### config.mk
export PLATFORM = sky130hd
export DESIGN_NAME = xorshift_keyed_byte_decoder_top
export DESIGN_NICKNAME = d
export VERILOG_FILES = /design/src/design/xkbd_pkg.sv /design/src/design/xkbd_ctrl.sv /design/src/design/xkbd_datapath.sv /design/src/design/xorshift_keyed_byte_decoder_top.sv
export SDC_FILE = /design/constraint.sdc
export NUM_CORES = 1
export LEC_CHECK = 0
export BUFFER_PORTS_ARGS = -buffer_cell sky130_fd_sc_hd__buf_2
export CELL_PAD_IN_SITES_DETAIL_PLACEMENT = 1
export CELL_PAD_IN_SITES_GLOBAL_PLACEMENT = 1
export CORE_MARGIN = 3
export CORE_UTILIZATION = 54
export CTS_CLUSTER_SIZE = 12
export DETAILED_ROUTE_END_ITERATION = 10
export PLACE_DENSITY = 0.85
export SYNTH_ARGS = -nofsm -noshare
export SYNTH_HDL_FRONTEND = slang
export SYNTH_SLANG_ARGS = --single-unit
### constraint.sdc
create_clock -name clk -period 15.2 [get_ports clk]
set_clock_uncertainty 0.1 [all_clocks]
set_input_delay 3.04 -clock clk [delete_from_list [all_inputs] [get_ports clk]]
set_output_delay 3.04 -clock clk [all_outputs]
set_load 0.005 [all_outputs]
### src/design/xkbd_pkg.sv
// shared types, register codes and keystream functions for the keyed byte decoder
package xkbd_pkg;

    localparam logic [2:0] CFG_KEY_WORD_ZERO  = 3'd0;
    localparam logic [2:0] CFG_KEY_WORD_ONE   = 3'd1;
    localparam logic [2:0] CFG_KEY_WORD_TWO   = 3'd2;
    localparam logic [2:0] CFG_KEY_WORD_THREE = 3'd3;
    localparam logic [2:0] CFG_KEY_LENGTH     = 3'd4;
    localparam logic [2:0] CFG_WORD_MODE      = 3'd5;

    localparam int KEY_REG_BYTES   = 32;
    localparam int MIN_KEY_BYTES   = 8;
    localparam int KEY_LENGTH_RST  = 16;
    localparam int DIV_STEPS       = 64;
    localparam int DIV_CNT_W       = $clog2(DIV_STEPS);

    localparam int WIDE_SHIFT_A    = 13;
    localparam int WIDE_SHIFT_B    = 7;
    localparam int WIDE_SHIFT_C    = 17;
    localparam int NARROW_SHIFT_A  = 13;
    localparam int NARROW_SHIFT_B  = 17;
    localparam int NARROW_SHIFT_C  = 5;
    localparam int BYTE_BITS       = 8;

    typedef struct packed {
        logic step_now;
        logic load;
        logic div_step;
        logic step_held;
    } xkbd_cmd_t;

    typedef struct packed {
        logic div_last;
        logic out_free;
    } xkbd_status_t;

    function automatic logic [7:0] rotl8(input logic [7:0] v, input logic [2:0] s);
        logic [15:0] t;
        t = {v, v} << s;
        return t[15:8];
    endfunction

    function automatic logic [7:0] rotr8(input logic [7:0] v, input logic [2:0] s);
        logic [15:0] t;
        t = {v, v} >> s;
        return t[7:0];
    endfunction

    function automatic logic [63:0] advance(input logic [63:0] x, input logic narrow);
        logic [31:0] y;
        logic [63:0] w;
        y = x[31:0];
        y = y ^ (y << NARROW_SHIFT_A);
        y = y ^ (y >> NARROW_SHIFT_B);
        y = y ^ (y << NARROW_SHIFT_C);
        w = x;
        w = w ^ (w << WIDE_SHIFT_A);
        w = w ^ (w >> WIDE_SHIFT_B);
        w = w ^ (w << WIDE_SHIFT_C);
        return narrow ? {32'b0, y} : w;
    endfunction

endpackage

### src/design/xkbd_ctrl.sv
// sequencing controller for the keyed byte decoder
module xkbd_ctrl
    import xkbd_pkg::*;
(
    input  logic         clk,
    input  logic         rst_n,
    input  logic         in_valid,
    input  logic         start_of_message,
    input  xkbd_status_t status,
    output logic         in_stall,
    output xkbd_cmd_t    cmd
);

    localparam logic [1:0] ST_IDLE = 2'd0;
    localparam logic [1:0] ST_DIV  = 2'd1;
    localparam logic [1:0] ST_EMIT = 2'd2;

    logic [1:0] state_reg;
    logic [1:0] state_next;
    logic       accept;

    assign in_stall = !((state_reg == ST_IDLE) && status.out_free);
    assign accept   = in_valid && !in_stall;

    always_comb
    begin
        state_next = state_reg;
        cmd        = '0;
        case (state_reg)
            ST_IDLE:
            begin
                if (accept)
                begin
                    if (start_of_message)
                    begin
                        cmd.load   = 1'b1;
                        state_next = ST_DIV;
                    end
                    else
                    begin
                        cmd.step_now = 1'b1;
                    end
                end
            end
            ST_DIV:
            begin
                cmd.div_step = 1'b1;
                if (status.div_last)
                begin
                    state_next = ST_EMIT;
                end
            end
            ST_EMIT:
            begin
                if (status.out_free)
                begin
                    cmd.step_held = 1'b1;
                    state_next    = ST_IDLE;
                end
            end
            default:
            begin
                state_next = ST_IDLE;
            end
        endcase
    end

    always_ff @(posedge clk or negedge rst_n)
    begin
        if (!rst_n)
        begin
            state_reg <= ST_IDLE;
        end
        else
        begin
            state_reg <= state_next;
        end
    end

endmodule

### src/design/xkbd_datapath.sv
// key registers, keystream state, start index divider and byte transform
module xkbd_datapath
    import xkbd_pkg::*;
#(
    parameter int MAX_KEY_BYTES = 32
)
(
    input  logic         clk,
    input  logic         rst_n,
    input  logic         cfg_we,
    input  logic [2:0]   cfg_index,
    input  logic [63:0]  cfg_data,
    input  logic [7:0]   cipher_byte,
    input  xkbd_cmd_t    cmd,
    input  logic         out_stall,
    output xkbd_status_t status,
    output logic         out_valid,
    output logic [7:0]   plain_byte
);

    localparam int PW = $clog2(MAX_KEY_BYTES);
    localparam int LW = $clog2(MAX_KEY_BYTES + 1);

    logic [63:0]          key0_reg, key1_reg, key2_reg, key3_reg;
    logic [5:0]           key_len_reg;
    logic                 mode_reg;
    logic [63:0]          sw_reg, sw_next;
    logic [63:0]          cnt_reg, cnt_next;
    logic [PW-1:0]        pos_reg, pos_next;
    logic [7:0]           held_reg;
    logic [63:0]          dividend_reg;
    logic [6:0]           rem_reg;
    logic [DIV_CNT_W-1:0] div_cnt_reg;
    logic                 out_valid_reg;
    logic [7:0]           out_byte_reg;

    logic [LW-1:0]        eff_len;
    logic [255:0]         key_bits;
    logic [63:0]          load_sw, load_cnt;
    logic [7:0]           trial;
    logic [6:0]           rem_next;
    logic                 do_step;
    logic [PW-1:0]        pos_use;
    logic [6:0]           pos_ext;
    logic [7:0]           byte_use;
    logic [7:0]           key_byte;
    logic [7:0]           b_rot, b_sub, b_key, b_out;
    logic [PW:0]          pos_inc;
    logic [PW-1:0]        pos_wrap;
    logic                 out_taken;

    always_comb
    begin
        if (key_len_reg < 6'(MIN_KEY_BYTES))
        begin
            eff_len = LW'(MIN_KEY_BYTES);
        end
        else if (7'(key_len_reg) > 7'(MAX_KEY_BYTES))
        begin
            eff_len = LW'(MAX_KEY_BYTES);
        end
        else
        begin
            eff_len = LW'(key_len_reg);
        end
    end

    assign key_bits = {key3_reg, key2_reg, key1_reg, key0_reg};
    assign load_sw  = mode_reg ? {32'b0, key0_reg[31:0]}  : key0_reg;
    assign load_cnt = mode_reg ? {32'b0, key0_reg[63:32]} : key1_reg;

    // restoring remainder, one dividend bit per cycle
    assign trial    = {rem_reg, dividend_reg[63]};
    assign rem_next = (trial >= 8'(eff_len)) ? 7'(trial - 8'(eff_len)) : trial[6:0];

    assign do_step  = cmd.step_now || cmd.step_held;
    assign pos_use  = cmd.step_held ? PW'(rem_reg) : pos_reg;
    assign byte_use = cmd.step_held ? held_reg : cipher_byte;
    assign pos_ext  = 7'(pos_use);

    always_comb
    begin
        if (pos_ext < 7'(KEY_REG_BYTES))
        begin
            key_byte = key_bits[pos_ext[4:0] * BYTE_BITS +: BYTE_BITS];
        end
        else
        begin
            key_byte = 8'd0;
        end
    end

    assign b_rot = rotl8(byte_use, sw_reg[2:0]);
    assign b_sub = b_rot - (cnt_reg[7:0] ^ sw_reg[7:0]);
    assign b_key = b_sub ^ key_byte;
    assign b_out = rotr8(b_key, sw_reg[2:0]) ^ sw_reg[7:0];

    assign pos_inc  = {1'b0, pos_use} + (PW + 1)'(1);
    assign pos_wrap = (8'(pos_inc) >= 8'(eff_len)) ? '0 : pos_inc[PW-1:0];

    always_comb
    begin
        sw_next  = sw_reg;
        cnt_next = cnt_reg;
        pos_next = pos_reg;
        if (cmd.load)
        begin
            sw_next  = load_sw;
            cnt_next = load_cnt;
        end
        else if (do_step)
        begin
            sw_next  = advance(sw_reg, mode_reg);
            cnt_next = mode_reg ? {32'b0, cnt_reg[31:0] + 32'd1} : cnt_reg + 64'd1;
            pos_next = pos_wrap;
        end
    end

    assign out_taken = out_valid_reg && !out_stall;

    assign status.div_last = (div_cnt_reg == DIV_CNT_W'(DIV_STEPS - 1));
    assign status.out_free = !out_valid_reg || !out_stall;

    assign out_valid  = out_valid_reg;
    assign plain_byte = out_byte_reg;

    always_ff @(posedge clk or negedge rst_n)
    begin
        if (!rst_n)
        begin
            key0_reg      <= '0;
            key1_reg      <= '0;
            key2_reg      <= '0;
            key3_reg      <= '0;
            key_len_reg   <= 6'(KEY_LENGTH_RST);
            mode_reg      <= 1'b0;
            sw_reg        <= '0;
            cnt_reg       <= '0;
            pos_reg       <= '0;
            div_cnt_reg   <= '0;
            out_valid_reg <= 1'b0;
        end
        else
        begin
            if (cfg_we)
            begin
                case (cfg_index)
                    CFG_KEY_WORD_ZERO:  key0_reg    <= cfg_data;
                    CFG_KEY_WORD_ONE:   key1_reg    <= cfg_data;
                    CFG_KEY_WORD_TWO:   key2_reg    <= cfg_data;
                    CFG_KEY_WORD_THREE: key3_reg    <= cfg_data;
                    CFG_KEY_LENGTH:     key_len_reg <= cfg_data[5:0];
                    CFG_WORD_MODE:      mode_reg    <= cfg_data[0];
                    default:            ;
                endcase
            end
            sw_reg  <= sw_next;
            cnt_reg <= cnt_next;
            pos_reg <= pos_next;
            if (cmd.load)
            begin
                div_cnt_reg <= '0;
            end
            else if (cmd.div_step)
            begin
                div_cnt_reg <= div_cnt_reg + DIV_CNT_W'(1);
            end
            if (do_step)
            begin
                out_valid_reg <= 1'b1;
            end
            else if (out_taken)
            begin
                out_valid_reg <= 1'b0;
            end
        end
    end

    always_ff @(posedge clk)
    begin
        if (cmd.load)
        begin
            held_reg     <= cipher_byte;
            dividend_reg <= load_sw;
            rem_reg      <= '0;
        end
        else if (cmd.div_step)
        begin
            dividend_reg <= {dividend_reg[62:0], 1'b0};
            rem_reg      <= rem_next;
        end
        if (do_step)
        begin
            out_byte_reg <= b_out;
        end
    end

endmodule

### src/design/xorshift_keyed_byte_decoder_top.sv
// top level of the xorshift keyed byte decoder
// Decodes one byte per item with a keystream drawn from a key of up to 32 bytes. A byte
// without the start flag is decoded on acceptance, and a new item is taken every cycle while the
// output side keeps up. A byte with the start flag reloads state and counter from the key
// and finds the start key index as the state word modulo the key length in a restoring
// remainder unit that handles one dividend bit per cycle; that item is loaded, then takes
// 64 remainder steps, then gives its result once the output is free. Every item gives
// exactly one result, held in an output register until taken. Key registers are written
// through the configuration channel, which is always ready; indexes 6 and 7 are ignored.
module xorshift_keyed_byte_decoder_top
    import xkbd_pkg::*;
#(
    parameter int MAX_KEY_BYTES = 32
)
(
    input  logic        clk,
    input  logic        rst_n,
    input  logic        in_valid,
    output logic        in_stall,
    input  logic [7:0]  cipher_byte,
    input  logic        start_of_message,
    output logic        out_valid,
    input  logic        out_stall,
    output logic [7:0]  plain_byte,
    input  logic        cfg_valid,
    output logic        cfg_ready,
    input  logic [2:0]  cfg_index,
    input  logic [63:0] cfg_data
);

    xkbd_cmd_t    cmd;
    xkbd_status_t status;

    assign cfg_ready = 1'b1;

    xkbd_ctrl u_ctrl (
        .clk              (clk),
        .rst_n            (rst_n),
        .in_valid         (in_valid),
        .start_of_message (start_of_message),
        .status           (status),
        .in_stall         (in_stall),
        .cmd              (cmd)
    );

    xkbd_datapath #(
        .MAX_KEY_BYTES (MAX_KEY_BYTES)
    ) u_datapath (
        .clk         (clk),
        .rst_n       (rst_n),
        .cfg_we      (cfg_valid && cfg_ready),
        .cfg_index   (cfg_index),
        .cfg_data    (cfg_data),
        .cipher_byte (cipher_byte),
        .cmd         (cmd),
        .out_stall   (out_stall),
        .status      (status),
        .out_valid   (out_valid),
        .plain_byte  (plain_byte)
    );

endmodule

==> Yosys cells after proc, flatten, opt, wreduce, memory -nomap -nowiden <==
Index checks and enable logic that the tools add are counted.
{ "totals": {"ff_bits": 492, "inputBits": 81, "output_inout_bits": 11} }
{ "classes": {"n_addsub": 6, "order_cmp": 5, "n_eq_ne": 12, "shift": 3, "muxes": 33, "bitwise_logic": 10, "n_reduce_logical": 21} }
{ "ops": {"columns": ["operator", "count"], "rows": [
  ["$mux W64", 10],
  ["$shiftx A256 B9 Y8", 1],
  ["$xor A64 B64 Y64", 2],
  ["$add A64 B1 Y64 const B", 1],
  ["$xor A32 B32 Y32", 2],
  ["$xor A64 B57 Y64", 1],
  ["$add A32 B1 Y32 const B", 1],
  ["$xor A32 B15 Y32", 1],
  ["$mux W6", 4],
  ["$xor A8 B8 Y8", 3],
  ["$mux W8", 2],
  ["$shl A16 B3 Y16", 1],
  ["$shr A16 B3 Y8", 1],
  ["$reduce_and A2 Y1", 7],
  ["$mux W2", 6],
  ["$mux W5", 2],
  ["$ge A8 B6 Y1", 1],
  ["$sub A8 B8 Y8", 1],
  ["$mux W1", 7],
  ["$mux W7", 1],
  ["$sub A7 B6 Y7", 1],
  ["$add A5 B1 Y6 const B", 1],
  ["$add A6 B1 Y6 const B", 1],
  ["$eq A3 B2 Y1 const B", 2],
  ["other kinds (20)", 30]
]} }

==> Logic depth before layout (Yosys ltp) <==
{ "logic_depth": {"ltp_word": 10, "mapped_depth": 21, "depth_no_buf": 19} }

==> By module <==
From an unflattened synthesis, not the netlist that was laid out.
{ "hier_totals": {"cells_unflattened": 2343, "hier_area_um2": 24269.5} }
{ "modules_own_cells": {"columns": ["mod", "n_inst", "cells_each", "area_per_inst_um2", "seq_area_each_um2"], "rows": [
  ["xkbd_datapath", 1, 2327, 24128.1, 11227.0],
  ["xkbd_ctrl", 1, 14, 130.1, 50.0],
  ["xorshift_keyed_byte_decoder_top", 1, 2, 11.3, 0.0]
]} }

==> Least setup slack after synthesis <==
No wires, ideal clock.
{ "synth_path": {"kind": "input-to-reg", "startpoint": "input out_stall", "endpoint": "register u_datapath.out_byte_reg[4] (netlist: u_datapath.plain_byte[4]) (data pin)", "arrival_ps": 6942, "required_ps": 14833, "slack_ps": 7890, "cell_stages": 20, "path_buffers": 1, "cell_sequence": "a21o_1 buf_2 nor2_2 nor2_1 a221oi_1 a21o_1 a21o_1 inv_1 ha_1 nor2b_1 o21ai_0 a21oi_1 o41ai_1 xnor2_1 xnor2_1 or3_1 and2_1 mux4_2 mux2i_1 xnor2_1"} }
{ "synth_between": {"elab_chain_len": 10, "elab_cells_between_ends": 14, "cone_classes": "1 x add/sub; 1 x order compare; 3 x shift; 5 x mux; 2 x bitwise; 2 x reduce/logical"} }
{ "synth_rtl": {"columns": ["element", "line_no", "source"], "rows": [
  ["from (decl)", "xorshift_keyed_byte_decoder_top.sv:23", "input logic out_stall,"],
  ["$logic_not A1 Y1 (*)", "xkbd_datapath.sv:122", "assign status.out_free = !out_valid_reg || !out_stall;"],
  ["$logic_or A1 B1 Y1 (*)", "xkbd_datapath.sv:122", null],
  ["$mux W1 (*)", "xkbd_ctrl.sv:55", "if (status.out_free)"],
  ["$mux W1 (*)", "xkbd_ctrl.sv:29", "case (state_reg)"],
  ["$mux W5 or $mux W8 (tied branches)", "xkbd_datapath.sv:77, xkbd_datapath.sv:78", null],
  ["$shiftx A256 B9 Y8, or another cell as far along", "xkbd_datapath.sv:85", "key_byte = key_bits[pos_ext[4:0] * BYTE_BITS +: BYTE_BITS];"],
  ["$mux W8 or $sub A8 B8 Y8 (tied branches)", "xkbd_datapath.sv:83, xkbd_datapath.sv:94", null],
  ["$xor A8 B8 Y8 (*)", "xkbd_datapath.sv:95", "assign b_key = b_sub ^ key_byte;"],
  ["$shr A16 B3 Y8 (*)", "xkbd_pkg.sv:45", "t = {v, v} >> s;"],
  ["$xor A8 B8 Y8 (*)", "xkbd_datapath.sv:96", "assign b_out = rotr8(b_key, sw_reg[2:0]) ^ sw_reg[7:0];"],
  ["named net u_datapath.b_out[4]", "xkbd_datapath.sv:47", "logic [7:0] b_rot, b_sub, b_key, b_out;"],
  ["to (signal assigned)", "xkbd_datapath.sv:194", "out_byte_reg <= b_out;"],
  ["to (decl)", "xkbd_datapath.sv:35", "logic [7:0] out_byte_reg;"]
]} }
The timed path passes the listed nets; every way through them passes the cells marked *.
A chain may end at the register's enable or synchronous reset.

==> Worst setup path after layout <==
Same ends and word-level chain as after synthesis.

==> results.yml <==
synthesis:
  syn-num-nets: 2564
  netlist_instances: 2459
  synth.top_cell.area_share: 0.350
  ys_types: 79
  synth_area_leaders: "dfrtp_1 (35%), mux2_2 (12%), edfxtp_1 (9.7%), xnor2_1 (5.5%), nand2_1 (4.7%)"
  yosys_warnings: 0
  ys_seq_area_frac: 0.453
  ys_async_sr_fraction: 0.800
  ys_ff_latch: 436
  netlist_area_um2: 24900
  yosysTopAreaCell: "dfrtp_1"
  avgSynthCellArea_um2: 10.1
  synth-main-ff-cell: "dfrtp_1"
  synth-edff-count: 80
drt:
  drc_errors: 0
  drt-initial-drc-count: 2374
  antenna_left: 0
  first_pass_iters: 5
  wire_per_inst_um: 29.5
  vias: 21100
  post_drt_via_cell_ratio: 6.84
  routed_wl_um: 91000
timing:
  period_needed_ps: 7930
  setup_viol: 0
  setup_slack_ps: 7270
  max_freq_mhz: 126
  finalSetupTns_ps: 0
  tightestPinTransition_ps: 1300
  post-route-period-util: 0.522
  rsz0062_at_grt: "false"
  maxSlewViolCount: 0
  hold_violations: 0
  relSlewSlack: 0.134
cts:
  clk_pin_slew_ps: 60
  clk_latency_ps: 620
  cts_sinks: 436
  tritoncts: "built"
  ctsResizeCount: 0
  clockBufferDepth: 3
  cts_buffers: 48
  cts_root_buffer: "clkbuf_16"
  holdBufCountCts: 0
  cts.htree.levels: 2
  cts_setup_buffers: 0
placed_design:
  globalplace.congestion: 0.895
  port_buffers: 90
  pre_cts_slack_ps: 6680
  dp_cells: 2996
  dp_hpwl_um: 59300
  place_area_um2: 25700
global_routing:
  grt_pass1_vias: 22000
  antenna_found_initial: 2
  grt.overflow.total: 0
  grt_use_total: 0.374
  grt_pass1_wl_um: 138000
  grt_max_degree: 167
worst_hold_path:
  hold_path.startpoint: "u_datapath.key3_reg[44]$_DFFE_PN0P_"
  hold_depth: 1
  whs_endpoint: "u_datapath.key3_reg[44]$_DFFE_PN0P_"
  hp-class: "reg2reg"
power:
  p_int_mw: 3.87
  clock_power_share: 0.160
  power_frac_comb: 0.555
  swShare: 0.460
  seq_power_share: 0.285
  switchingPower_mw: 3.30
  power_mw: 7.17
  p_per_area_nw_per_um2: 264
  peakVddDrop_v: 0.000168
  leakage_nw: 11.2
final_layout:
  drive_gt1_frac: 0.204
  nets: 2551
  final_cells: 3086
  multiInputGateArea_um2: 12800
  fillers: 4952
  final_area_um2: 27200
  area_delta_synth_final_pct: 9.31
  seqCellArea_um2: 11300
floorplan:
  ios: 92
  fp.coreArea_um2: 45500
  dieHeight_um: 221
  die_w_um: 221
  row_count: 78
  start_util: 0.547
  dieArea_um2: 48700
critical_path:
  start_kind: "input pin"
  end_kind: "flip-flop"
  crit_type: "in2reg"
  slowest_delay_ps: 870
  rr_worst_depth: 21
  cp_max_fo: 32
  cp_slowest_cell: "nor2_2"
  crit_chain: "buf_2 > a21o_1 > buf_4 > nor2_2 > nor2_1 > a221oi_1 > a21o_1 > a21o_1 > inv_1 > ha_1 > nor2b_1 > o21ai_0 > a21oi_1 > o41ai_1 > xnor2_1 > xnor2_1 > or3_1 > and2_1 > mux4_2 > mux2i_1 > xnor2_1"
  crit_required_ps: 15420
  cp.arrival_ps: 8160
  cp_top_family: "simple AND/OR/NAND/NOR gates"
  cp_num_buf_inv: 3
  rrSetupSlack_ps: 9060
  worst_r2r_endpoint: "u_datapath.plain_byte[4]$_DFFE_PP_"
  rr_startpoint: "u_ctrl.state_reg[1]$_DFFE_PN0P_"
run_status:
  status: "finished clean"
flow_run:
  maxCapViolCount: 0
-- logic make-up after synthesis --
group	Yosys count	share of synthesized area
AND/OR/NAND/NOR	733	0.140
AO/OA/AOI/OAI	497	0.128
flip-flops	436	0.453
multiplexers	337	0.153
XOR/XNOR	218	0.0768
buffers and inverters	213	0.0354
adder cells (fa/ha/maj)	24	0.0127
other	1	0.000151
-- stage by stage --
stage	util	hold slack (ps)
after CTS	0.598	406
after global placement	0.564	366
after floorplan	-	344
after detailed placement	0.564	389
after global routing	0.598	420
final	0.598	402
-- power by group through the flow --
stage	combinational (mW)	clock [mW]	sequential, mW
finish	3.98	1.15	2.04
global route	4.31	1.20	2.06
CTS	3.90	1.15	2.01
detailed placement	3.83	0	2.03
global placement	3.60	0	1.99
floorplan	2.92	0	1.81
-- worst max-delay path by stage --
stage	start	end	depth (start not counted)
2_1_floorplan	out_stall	u_datapath.plain_byte[4]$_DFFE_PP_	20
3_5_place_dp	out_stall	u_datapath.plain_byte[4]$_DFFE_PP_	21
6_report	out_stall	u_datapath.plain_byte[4]$_DFFE_PP_	21
3_3_place_gp	out_stall	u_datapath.plain_byte[4]$_DFFE_PP_	21
5_1_grt	out_stall	u_datapath.plain_byte[3]$_DFFE_PP_	21
4_1_cts	out_stall	u_datapath.plain_byte[4]$_DFFE_PP_	21
-- cell usage after synthesis (all sizes together), types with 52 or more instances --
cell type / number
dfrtp: 348
nand2: 315
mux2: 270
o21ai: 177
xnor2: 155
nand3: 144
clkbuf: 135
a21oi: 107
nor2: 86
edfxtp: 80
xor2: 63
nand2b: 62
mux2i: 59
buf: 52
-- routing by layer --
layer | up-vias | track usage | wire (um)
li1 | 8815 | - | -
met1 | 10900 | 0.485 | 35500
met2 | 1134 | 0.586 | 41700
met3 | 292 | 0.0905 | 8550
met4 | 0 | 0.196 | 5310
met5 | - | 0 | 0
-- placed cells by master, fill, tap and decap left out, types with 49 or more instances in the layout --
| cell type | count |
|---|---|
| xor2_1 | 63 |
| xnor2_1 | 155 |
| mux2_2 | 270 |
| nand2b_1 | 62 |
| buf_2 | 89 |
| o21ai_0 | 174 |
| nor2_1 | 82 |
| edfxtp_1 | 80 |
| mux2i_1 | 58 |
| dfrtp_1 | 347 |
| clkbuf_16 | 49 |
| a21oi_1 | 104 |
| nand3_1 | 142 |
| nand2_1 | 311 |
-- final cells by class --
cell class | instances | area share
Antenna cell | 4 | 0.000368
Clock buffer | 71 | 0.0503
Clock inverter | 15 | 0.00525
Inverter | 26 | 0.00387
Multi-Input combinational cell | 1810 | 0.471
Sequential cell | 436 | 0.415
Tap cell | 600 | 0.0276
Timing Repair Buffer | 124 | 0.0268
Note: power is estimated with default switching activity, not from simulation.
